--- config.mk ---
export PLATFORM = sky130hd
export DESIGN_NAME = motor_encoder_feedback_tracker_unit
export DESIGN_NICKNAME = d
export VERILOG_FILES = /design/src/hw/rtl/mefb_pkg.sv /design/src/hw/rtl/mefb_front.sv /design/src/hw/rtl/mefb_queue.sv /design/src/hw/rtl/mefb_back.sv /design/src/hw/rtl/motor_encoder_feedback_tracker_unit.sv
export SDC_FILE = /design/constraint.sdc
export NUM_CORES = 2
export LEC_CHECK = 0
export BUFFER_PORTS_ARGS = -buffer_cell sky130_fd_sc_hd__buf_2
export CAP_MARGIN = 20
export CORE_ASPECT_RATIO = 1.2
export CORE_UTILIZATION = 67
export CTS_BUF_LIST = sky130_fd_sc_hd__clkbuf_8
export DETAILED_ROUTE_END_ITERATION = 12
export PLACE_DENSITY = 0.84
export REMOVE_ABC_BUFFERS = 1
export SLEW_MARGIN = 10
export SYNTH_ARGS = -nofsm -noshare
export SYNTH_HDL_FRONTEND = slang
export SYNTH_SLANG_ARGS = --single-unit
export TNS_END_PERCENT = 10
--- constraint.sdc ---
create_clock -name clk -period 34.9 [get_ports clk]
set_clock_uncertainty 0.1 [all_clocks]
set_input_delay 0 -clock clk [delete_from_list [all_inputs] [get_ports clk]]
set_output_delay 0 -clock clk [all_outputs]
set_load 0.05 [all_outputs]
--- src/hw/rtl/mefb_pkg.sv ---
// Package for the motor encoder feedback tracker: field widths, the item
// record passed from front to back, register codes and divider constants.
// No dependencies.
`default_nettype none

package mefb_pkg;

	// field widths
	localparam int SLOT_W    = 4;
	localparam int POS_W     = 13;
	localparam int SPEED_W   = 16;
	localparam int CUR_W     = 16;
	localparam int MAG_W     = 15;
	localparam int DELTA_W   = 14;
	localparam int TURN_W    = 16;
	localparam int TOTAL_W   = 30;
	localparam int CNT_W     = 8;
	localparam int MASK_W    = 16;
	localparam int CFG_IDX_W = 1;
	localparam int CFG_DATA_W = 16;

	// slots addressable by the slot field
	localparam int SLOT_SPACE    = 1 << SLOT_W;
	localparam int NUM_SLOTS_DEF = 16;

	// encoder resolution (power of two, matches POS_W)
	localparam int COUNTS_PER_TURN = 8192;
	localparam int HALF_TURN       = COUNTS_PER_TURN / 2;

	// configuration reset values
	localparam logic [CNT_W-1:0]  CAPTURE_LENGTH_RST = 8'd51;
	localparam logic [MASK_W-1:0] CAPTURE_MASK_RST   = 16'h000F;
	localparam logic [CNT_W-1:0]  CNT_MAX            = '1;

	// current filter: floor(x / 10) as (x * 419431) >> 22, exact for x < 699050
	localparam int SUM_W         = 19;
	localparam int DIV10_MULT_W  = 19;
	localparam logic [DIV10_MULT_W-1:0] DIV10_MULT = 19'd419431;
	localparam int DIV10_SHIFT   = 22;

	// front-to-back queue
	localparam int QUEUE_DEPTH = 2;

	// configuration register codes
	typedef enum logic [CFG_IDX_W-1:0] {
		CFG_CAPTURE_LENGTH,
		CFG_CAPTURE_MASK
	} cfg_reg_t;

	// classified frame as held in the queue
	typedef struct packed {
		logic [SLOT_W-1:0]         slot;
		logic                      masked;
		logic [POS_W-1:0]          position;
		logic signed [SPEED_W-1:0] speed;
		logic [MAG_W-1:0]          mag;
	} mefb_item_t;

	// queue fill status
	typedef struct packed {
		logic full;
		logic empty;
	} mefb_q_stat_t;

endpackage

`default_nettype wire

--- src/hw/rtl/mefb_front.sv ---
// Front stage: accepts frames, drops out-of-range slots, reduces the
// position, takes the current magnitude and the capture mask bit. Uses mefb_pkg.
`default_nettype none

module mefb_front import mefb_pkg::*; #(
	parameter int NUM_SLOTS = NUM_SLOTS_DEF
) (
	input  wire logic                      clk,
	input  wire logic                      arst_n,
	input  wire logic                      in_valid,
	output logic                           in_ready,
	input  wire logic [SLOT_W-1:0]         slot,
	input  wire logic [POS_W-1:0]          position_raw,
	input  wire logic signed [SPEED_W-1:0] speed_raw,
	input  wire logic signed [CUR_W-1:0]   current_raw,
	input  wire logic [MASK_W-1:0]         capture_slot_mask,
	output logic                           push_valid,
	input  wire logic                      push_ready,
	output mefb_item_t                     push_item
);

	logic       valid_s1;
	mefb_item_t item_s1;
	mefb_item_t item_c;
	logic       slot_ok;

	// classification
	always_comb begin
		slot_ok         = 32'(slot) < NUM_SLOTS;
		item_c.slot     = slot;
		item_c.masked   = capture_slot_mask[slot];
		item_c.position = POS_W'(position_raw % COUNTS_PER_TURN);
		item_c.speed    = speed_raw;
		if (current_raw == {1'b1, {(CUR_W-1){1'b0}}}) begin
			item_c.mag = '1;
		end else if (current_raw < 0) begin
			item_c.mag = MAG_W'(-current_raw);
		end else begin
			item_c.mag = MAG_W'(current_raw);
		end
	end

	// stage accepts when empty or when its item moves into the queue
	assign in_ready   = !valid_s1 || push_ready;
	assign push_valid = valid_s1;
	assign push_item  = item_s1;

	always_ff @(posedge clk or negedge arst_n) begin
		if (!arst_n) begin
			valid_s1 <= 1'b0;
		end else if (in_ready) begin
			valid_s1 <= in_valid && slot_ok;
		end
	end

	always_ff @(posedge clk) begin
		if (in_ready && in_valid) begin
			item_s1 <= item_c;
		end
	end

endmodule

`default_nettype wire

--- src/hw/rtl/mefb_queue.sv ---
// Short FIFO between front and back so each side stalls on its own.
// Uses mefb_pkg for the item record and status struct.
`default_nettype none

module mefb_queue import mefb_pkg::*; #(
	parameter int DEPTH = QUEUE_DEPTH
) (
	input  wire logic   clk,
	input  wire logic   arst_n,
	input  wire logic   push_valid,
	output logic        push_ready,
	input  mefb_item_t  push_item,
	output logic        pop_valid,
	input  wire logic   pop_ready,
	output mefb_item_t  pop_item,
	output mefb_q_stat_t stat
);

	localparam int PTR_W = (DEPTH > 1) ? $clog2(DEPTH) : 1;
	localparam int CNT_QW = $clog2(DEPTH + 1);

	mefb_item_t         mem_q [DEPTH];
	logic [PTR_W-1:0]   wr_ptr_q;
	logic [PTR_W-1:0]   rd_ptr_q;
	logic [CNT_QW-1:0]  count_q;
	logic               do_push;
	logic               do_pop;

	assign stat.full  = count_q == CNT_QW'(DEPTH);
	assign stat.empty = count_q == '0;
	assign push_ready = !stat.full;
	assign pop_valid  = !stat.empty;
	assign pop_item   = mem_q[rd_ptr_q];
	assign do_push    = push_valid && push_ready;
	assign do_pop     = pop_valid && pop_ready;

	// pointers and fill count
	always_ff @(posedge clk or negedge arst_n) begin
		if (!arst_n) begin
			wr_ptr_q <= '0;
			rd_ptr_q <= '0;
			count_q  <= '0;
		end else begin
			if (do_push) begin
				wr_ptr_q <= (wr_ptr_q == PTR_W'(DEPTH - 1)) ? '0 : wr_ptr_q + 1'b1;
			end
			if (do_pop) begin
				rd_ptr_q <= (rd_ptr_q == PTR_W'(DEPTH - 1)) ? '0 : rd_ptr_q + 1'b1;
			end
			if (do_push && !do_pop) begin
				count_q <= count_q + 1'b1;
			end else if (do_pop && !do_push) begin
				count_q <= count_q - 1'b1;
			end
		end
	end

	// storage
	always_ff @(posedge clk) begin
		if (do_push) begin
			mem_q[wr_ptr_q] <= push_item;
		end
	end

endmodule

`default_nettype wire

--- src/hw/rtl/mefb_back.sv ---
// Back stage: per-slot state read-modify-write (capture, unwrap, turn count,
// current filter) and the output register. Uses mefb_pkg.
`default_nettype none

module mefb_back import mefb_pkg::*; #(
	parameter int NUM_SLOTS = NUM_SLOTS_DEF
) (
	input  wire logic                      clk,
	input  wire logic                      arst_n,
	input  wire logic                      q_valid,
	output logic                           q_pop,
	input  mefb_item_t                     q_item,
	input  wire logic [CNT_W-1:0]          capture_length,
	output logic                           out_valid,
	input  wire logic                      out_ready,
	output logic [SLOT_W-1:0]              slot_out,
	output logic                           capturing,
	output logic signed [DELTA_W-1:0]      position_delta,
	output logic signed [TURN_W-1:0]       turn_count,
	output logic signed [TOTAL_W-1:0]      total_position,
	output logic signed [SPEED_W-1:0]      speed_out,
	output logic [MAG_W-1:0]               current_filtered
);

	localparam int DEPTH = (NUM_SLOTS < SLOT_SPACE) ? NUM_SLOTS : SLOT_SPACE;
	localparam int IDX_W = (DEPTH > 1) ? $clog2(DEPTH) : 1;
	localparam int DIFF_W = POS_W + 2;
	localparam int PROD_W = SUM_W + DIV10_MULT_W;
	localparam logic signed [DIFF_W-1:0] HALF_P = DIFF_W'(HALF_TURN);
	localparam logic signed [DIFF_W-1:0] HALF_N = -DIFF_W'(HALF_TURN);
	localparam logic signed [DIFF_W-1:0] TURN_D = DIFF_W'(COUNTS_PER_TURN);
	localparam logic signed [TURN_W-1:0] TURN_MIN = {1'b1, {(TURN_W-1){1'b0}}};
	localparam logic signed [TURN_W-1:0] TURN_MAX = {1'b0, {(TURN_W-1){1'b1}}};

	// per-slot state
	logic [POS_W-1:0]         last_pos_q [DEPTH];
	logic [POS_W-1:0]         offset_q   [DEPTH];
	logic signed [TURN_W-1:0] turns_q    [DEPTH];
	logic [CNT_W-1:0]         fcount_q   [DEPTH];
	logic [MAG_W-1:0]         prev_q     [DEPTH];
	logic [MAG_W-1:0]         prev2_q    [DEPTH];

	logic                      out_valid_q;
	logic [IDX_W-1:0]          idx;
	logic                      capture;
	logic signed [DIFF_W-1:0]  diff;
	logic signed [DIFF_W-1:0]  delta;
	logic signed [TURN_W-1:0]  turns_cur;
	logic signed [TURN_W-1:0]  turns_n;
	logic [POS_W-1:0]          offset_eff;
	logic signed [TOTAL_W-1:0] total;
	logic [SUM_W-1:0]          sum;
	logic [PROD_W-1:0]         prod;
	logic [MAG_W-1:0]          filt;

	assign idx   = q_item.slot[IDX_W-1:0];
	assign q_pop = q_valid && (!out_valid_q || out_ready);
	assign out_valid = out_valid_q;

	// capture decision and unwrap
	always_comb begin
		capture   = q_item.masked && (fcount_q[idx] < capture_length);
		turns_cur = turns_q[idx];
		diff      = $signed({2'b00, q_item.position}) - $signed({2'b00, last_pos_q[idx]});
		turns_n   = turns_cur;
		if (diff > HALF_P) begin
			delta = diff - TURN_D;
			if (turns_cur != TURN_MIN) begin
				turns_n = turns_cur - 1'b1;
			end
		end else if (diff < HALF_N) begin
			delta = diff + TURN_D;
			if (turns_cur != TURN_MAX) begin
				turns_n = turns_cur + 1'b1;
			end
		end else begin
			delta = diff;
		end
		if (capture) begin
			delta   = '0;
			turns_n = turns_cur;
		end
		offset_eff = capture ? q_item.position : offset_q[idx];
		total = (TOTAL_W'(turns_n) <<< POS_W) + TOTAL_W'(q_item.position)
			- TOTAL_W'(offset_eff);
	end

	// current filter: (mag + prev + 8*prev2) / 10 by reciprocal multiply
	always_comb begin
		sum  = SUM_W'(q_item.mag) + SUM_W'(prev_q[idx]) + (SUM_W'(prev2_q[idx]) << 3);
		prod = PROD_W'(sum) * PROD_W'(DIV10_MULT);
		filt = capture ? prev_q[idx] : MAG_W'(prod >> DIV10_SHIFT);
	end

	// state update
	always_ff @(posedge clk or negedge arst_n) begin
		if (!arst_n) begin
			for (int i = 0; i < DEPTH; i++) begin
				last_pos_q[i] <= '0;
				offset_q[i]   <= '0;
				turns_q[i]    <= '0;
				fcount_q[i]   <= '0;
				prev_q[i]     <= '0;
				prev2_q[i]    <= '0;
			end
		end else if (q_pop) begin
			if (fcount_q[idx] != CNT_MAX) begin
				fcount_q[idx] <= fcount_q[idx] + 1'b1;
			end
			last_pos_q[idx] <= q_item.position;
			if (capture) begin
				offset_q[idx] <= q_item.position;
			end else begin
				turns_q[idx] <= turns_n;
				prev2_q[idx] <= prev_q[idx];
				prev_q[idx]  <= filt;
			end
		end
	end

	// output register
	always_ff @(posedge clk or negedge arst_n) begin
		if (!arst_n) begin
			out_valid_q <= 1'b0;
		end else if (q_pop) begin
			out_valid_q <= 1'b1;
		end else if (out_ready) begin
			out_valid_q <= 1'b0;
		end
	end

	always_ff @(posedge clk) begin
		if (q_pop) begin
			slot_out         <= q_item.slot;
			capturing        <= capture;
			position_delta   <= DELTA_W'(delta);
			turn_count       <= turns_n;
			total_position   <= total;
			speed_out        <= q_item.speed;
			current_filtered <= filt;
		end
	end

endmodule

`default_nettype wire

--- src/hw/rtl/motor_encoder_feedback_tracker_unit.sv ---
// Top level of the motor encoder feedback tracker: configuration registers,
// front stage, queue and back stage. Uses mefb_pkg, mefb_front, mefb_queue, mefb_back.
//
//   channel   signals                                        direction
//   input     in_valid/in_ready, slot, position_raw,          in
//             speed_raw, current_raw
//   result    out_valid/out_ready, slot_out, capturing, ...   out
//   config    cfg_we, cfg_index, cfg_data                     in (write only)
//
// One frame per cycle sustained while out_ready is high; a result passes
// through the front register, the queue and the back output register after
// its input transfer.
// Per-slot state sits in flip-flops read and written in the back stage in
// the same cycle, so back-to-back frames of one slot need no wait.
// Reset clears all slot state and loads the register defaults at once.
// A stalled result fills the queue before the input side stops.
`default_nettype none

module motor_encoder_feedback_tracker_unit import mefb_pkg::*; #(
	parameter int NUM_SLOTS = NUM_SLOTS_DEF
) (
	input  wire logic                      clk,
	input  wire logic                      arst_n,
	input  wire logic                      cfg_we,
	input  wire logic [CFG_IDX_W-1:0]      cfg_index,
	input  wire logic [CFG_DATA_W-1:0]     cfg_data,
	input  wire logic                      in_valid,
	output logic                           in_ready,
	input  wire logic [SLOT_W-1:0]         slot,
	input  wire logic [POS_W-1:0]          position_raw,
	input  wire logic signed [SPEED_W-1:0] speed_raw,
	input  wire logic signed [CUR_W-1:0]   current_raw,
	output logic                           out_valid,
	input  wire logic                      out_ready,
	output logic [SLOT_W-1:0]              slot_out,
	output logic                           capturing,
	output logic signed [DELTA_W-1:0]      position_delta,
	output logic signed [TURN_W-1:0]       turn_count,
	output logic signed [TOTAL_W-1:0]      total_position,
	output logic signed [SPEED_W-1:0]      speed_out,
	output logic [MAG_W-1:0]               current_filtered
);

	logic [CNT_W-1:0]  capture_length_q;
	logic [MASK_W-1:0] capture_slot_mask_q;
	logic              push_valid;
	logic              push_ready;
	mefb_item_t        push_item;
	logic              q_valid;
	logic              q_pop;
	mefb_item_t        q_item;
	mefb_q_stat_t      q_stat;

	// configuration registers
	always_ff @(posedge clk or negedge arst_n) begin
		if (!arst_n) begin
			capture_length_q    <= CAPTURE_LENGTH_RST;
			capture_slot_mask_q <= CAPTURE_MASK_RST;
		end else if (cfg_we) begin
			case (cfg_reg_t'(cfg_index))
				CFG_CAPTURE_LENGTH: capture_length_q    <= cfg_data[CNT_W-1:0];
				CFG_CAPTURE_MASK:   capture_slot_mask_q <= cfg_data[MASK_W-1:0];
				default: ;
			endcase
		end
	end

	mefb_front #(.NUM_SLOTS(NUM_SLOTS)) u_front (
		.clk              (clk),
		.arst_n           (arst_n),
		.in_valid         (in_valid),
		.in_ready         (in_ready),
		.slot             (slot),
		.position_raw     (position_raw),
		.speed_raw        (speed_raw),
		.current_raw      (current_raw),
		.capture_slot_mask(capture_slot_mask_q),
		.push_valid       (push_valid),
		.push_ready       (push_ready),
		.push_item        (push_item)
	);

	mefb_queue #(.DEPTH(QUEUE_DEPTH)) u_queue (
		.clk       (clk),
		.arst_n    (arst_n),
		.push_valid(push_valid),
		.push_ready(push_ready),
		.push_item (push_item),
		.pop_valid (q_valid),
		.pop_ready (q_pop),
		.pop_item  (q_item),
		.stat      (q_stat)
	);

	mefb_back #(.NUM_SLOTS(NUM_SLOTS)) u_back (
		.clk             (clk),
		.arst_n          (arst_n),
		.q_valid         (q_valid),
		.q_pop           (q_pop),
		.q_item          (q_item),
		.capture_length  (capture_length_q),
		.out_valid       (out_valid),
		.out_ready       (out_ready),
		.slot_out        (slot_out),
		.capturing       (capturing),
		.position_delta  (position_delta),
		.turn_count      (turn_count),
		.total_position  (total_position),
		.speed_out       (speed_out),
		.current_filtered(current_filtered)
	);

`ifndef SYNTHESIS
	// a capture frame reports no movement
	a_capture_no_delta: assert property (@(posedge clk) disable iff (!arst_n)
		out_valid && capturing |-> position_delta == '0)
		else $error("capture result with nonzero delta");

	// capture only happens in slots enabled by the mask
	a_capture_masked: assert property (@(posedge clk) disable iff (!arst_n)
		out_valid && capturing |-> capture_slot_mask_q[slot_out])
		else $error("capture in unmasked slot");

	// queue status is consistent
	a_queue_stat: assert property (@(posedge clk) disable iff (!arst_n)
		!(q_stat.full && q_stat.empty))
		else $error("queue both full and empty");

	// back pulls from the queue only when it holds an item
	a_pop_nonempty: assert property (@(posedge clk) disable iff (!arst_n)
		q_pop |-> !q_stat.empty)
		else $error("queue pop while empty");
`endif

endmodule

`default_nettype wire
==> out/metrics.yaml <==
postRouteAntennaNets: 0
reg2regPathDepth: 52
die_area_um2: 116000
yosys_warnings: 0
detail_route.wl_per_cell_um: 22.9
die_h_um: 373
clock_tree.root_cell: "clkbuf_8"
yosysUniqueCellTypes: 96
cts_tree: "built"
gr-usage-met2_pct: 62.3
slew_headroom_pct: 19.1
drt-total-wl_um: 230000
synth.yosys.seq_area_share_pct: 52.2
cpPeakStageDelay_ns: 0.83
grt-busiest-layer: "met2"
crit_path_max_fanout: 151
grtUsageTotal_pct: 39.5
worst-path-buf-inv: 11
coreArea_um2: 113000
routed_via_density: 6.43
fin_tns_setup_ns: 0
synth_area_leader_cell: "dfrtp_1"
r2r_slack_ns: 19.91
criticalPathCategory: "flop to flop"
synth_most_common_cell: "nand2_1"
setup_viol: 0
pin_count: 169
endpoint_kind: "flop"
antenna_found_initial: 16
initial_utilization_pct: 67.8
path_delay_family: "compound AO/OA/AOI/OAI gates"
clkLatencyLatePin_ns: 0.97
rows: 135
async_flop_share_pct: 84.4
critical_path_arrival_ns: 15.57
vias: 64600
synth_compound_area_share_pct: 15.5
synth_fa_ha_area_share_pct: 7.16
timing.rr.start: "u_queue.rd_ptr_q$_DFFE_PN0P_"
h-tree-depth: 4
synthTopCellsByArea: "dfrtp_1 (42%), nand2_1 (11%), edfxtp_1 (9.5%)"
synth_edf_count: 243
ys_top_cells_by_count: "nand2_1 (2294), o21ai_0 (1387), dfrtp_1 (1302), clkbuf_1 (520), inv_1 (350)"
synth_top_area_share_pct: 42.5
cpMaxStageDelayCell: "buf_4"
first_global_vias: 64000
status: "complete, no violations"
drive_gt1_share_pct: 10.4
drc: 0
grt_use_met3_pct: 8.73
tightest_slew_ns: 1.21
cts_resized: 0
cts_buffers: 226
n_fill_cell: 7526
grt_pass1_wl_um: 357000
dp_hpwl_um: 133000
min_period_ns: 14.99
cp.required_ns: 35.49
dieWidth_um: 311
timing.critical_path.mode_cell: "o21ai_0"
reg2reg_to: "u_back.current_filtered[14]$_DFFE_PP_"
clkTransAtPathRegs_ns: 0.07
first_pass_iters: 7
maxCapViolCount: 0
syn_to_final_growth_pct: 11.3
yosys.area_share.simple_pct: 16.3
min_path_type: "primary input to async pin"
critPathLaunchType: "flop"
grt-ovfl-total: 0
place_congestion: 0.942
rsz0062_at_grt: "no"
nets: 8760
synth_top_family_by_area: "simple AND/OR/NAND/NOR gates"
synth_xor_area_share_pct: 1.31
ys_seq_elements: 1553
grt_max_degree: 167
period_share_pct: 42.9
port_buffers: 168
synth_area_per_cell_um2: 9.33
synth_ff_type: "dfrtp_1"
clkSinkCount: 1553
endpoint: "u_back.current_filtered[14]$_DFFE_PP_"
met1_usage_pct: 51.2
synth_area_um2: 76700
finalMaxSlewViolations: 0
clock_path_buffers: 3
critPathLaunch: "u_queue.rd_ptr_q$_DFFE_PN0P_"
synth_cells: 8220
drt_iter0_markers: 8747
synth.area.mux_share_pct: 2.53
max_freq_ghz: 0.0667
path_depth: 52
hold_viol_final: 0
-- per-stage QoR --
| stage | util (%) | std cells | hold WS [ns] | area, µm² | setup slack (ns) |
|---|---|---|---|---|---|
| floorplan | - | 7587 | -0.396 | 74200 | 7.56 |
| global placement | 69.3 | 9404 | 0.0459 | 78400 | 19.97 |
| detailed placement | 69.3 | 9407 | 0.0521 | 78500 | 19.78 |
| CTS | 75.1 | 10000 | 0.0879 | 85000 | 19.73 |
| global route | 75.5 | 10000 | 0.173 | 85400 | 18.89 |
| finish | 75.5 | 10000 | 0.168 | 85400 | 19.91 |
-- flip-flops by register name, indices dropped and copies added, names as in the netlist, 30 cells and up --
signal and count:
u_back.prev2_q 240, u_queue.mem_q 98, u_back.fcount_q 128, u_back.offset_q 208, u_front.push_item 49, u_back.turns_q 256, u_back.last_pos_q 208, u_back.total_position 30
u_back.prev_q 240
-- cells by family (layout without fill, tap and decap cells) --
logic type / Yosys count / count (layout)
AND/OR/NAND/NOR: 2994 / 2994
multiplexers: 168 / 168
AO/OA/AOI/OAI: 2050 / 2050
other: 0 / 7
buffers and inverters: 990 / 1299
flip-flops: 1553 / 1553
XOR/XNOR: 109 / 109
adder cells (fa/ha/maj): 356 / 356
-- layout by cell type, fill, tap and decap left out, types with 11 or more instances in the layout --
cell type	n
a211oi_1	22
a21boi_0	13
a21o_1	24
a21oi_1	155
a311o_1	35
a311oi_1	189
a31oi_1	37
a41oi_1	39
and2_1	13
and3_1	180
buf_2	168
buf_4	147
clkbuf_8	288
clkinv_1	14
clkinv_2	24
dfrtp_1	1301
dlygate4sd3_1	185
edfxtp_1	243
fa_1	138
ha_1	218
inv_1	427
mux2_2	98
mux2i_1	44
mux2i_2	12
nand2_1	2278
nand2_4	16
nand3_1	184
nand4_1	11
nor2_1	178
nor2b_1	12
nor3_1	29
o21ai_0	1386
o21ai_1	16
o22ai_1	32
o31ai_1	37
or3_1	12
or4_1	12
xnor2_1	70
xor2_1	29
-- layout make-up --
class	instances	area, µm²	area share (%)
antenna	7	17.5	0.0205
clock buffer	288	3960	4.64
sequential	1553	40100	46.9
inverter	357	1370	1.60
clock inverter	136	743	0.870
tap	1507	1890	2.21
timing repair buffer	518	4210	4.93
multi-input combinational	5677	33100	38.8
-- worst min-delay path: cells and delay by family --
family	cells	cell delay [ns]
buffers and inverters	4	1.59
-- routing by layer --
metal	wire length, µm	up-vias
met5	75	-
met1	84700	31200
met2	107000	4233
met3	25600	944
met4	13000	12
li1	-	28200
-- worst min path at each step --
stage	from	to	slack [ns]
CTS	slot[1]	u_front.push_item[44]$_DFFE_PP_	0.09
detailed placement	arst_n	u_back.turns_q[106]$_DFFE_PN0P_	0.05
floorplan	arst_n	capture_length_q[2]$_DFFE_PN0P_	-0.40
finish	arst_n	u_back.prev2_q[108]$_DFFE_PN0P_	0.17
global route	speed_raw[12]	u_front.push_item[27]$_DFFE_PP_	0.17
global placement	arst_n	u_back.prev2_q[218]$_DFFE_PN0P_	0.05
-- what timing repair did --
action	in CTS	in global routing
hold buffers	186	0
endpoints found under the setup margin	0	0
setup buffers	0	0
endpoints found under the hold margin	476	0
Power is left out: the tool's default activity adds up to more than one toggle a clock period on the data nets, which glitch-free logic cannot reach.
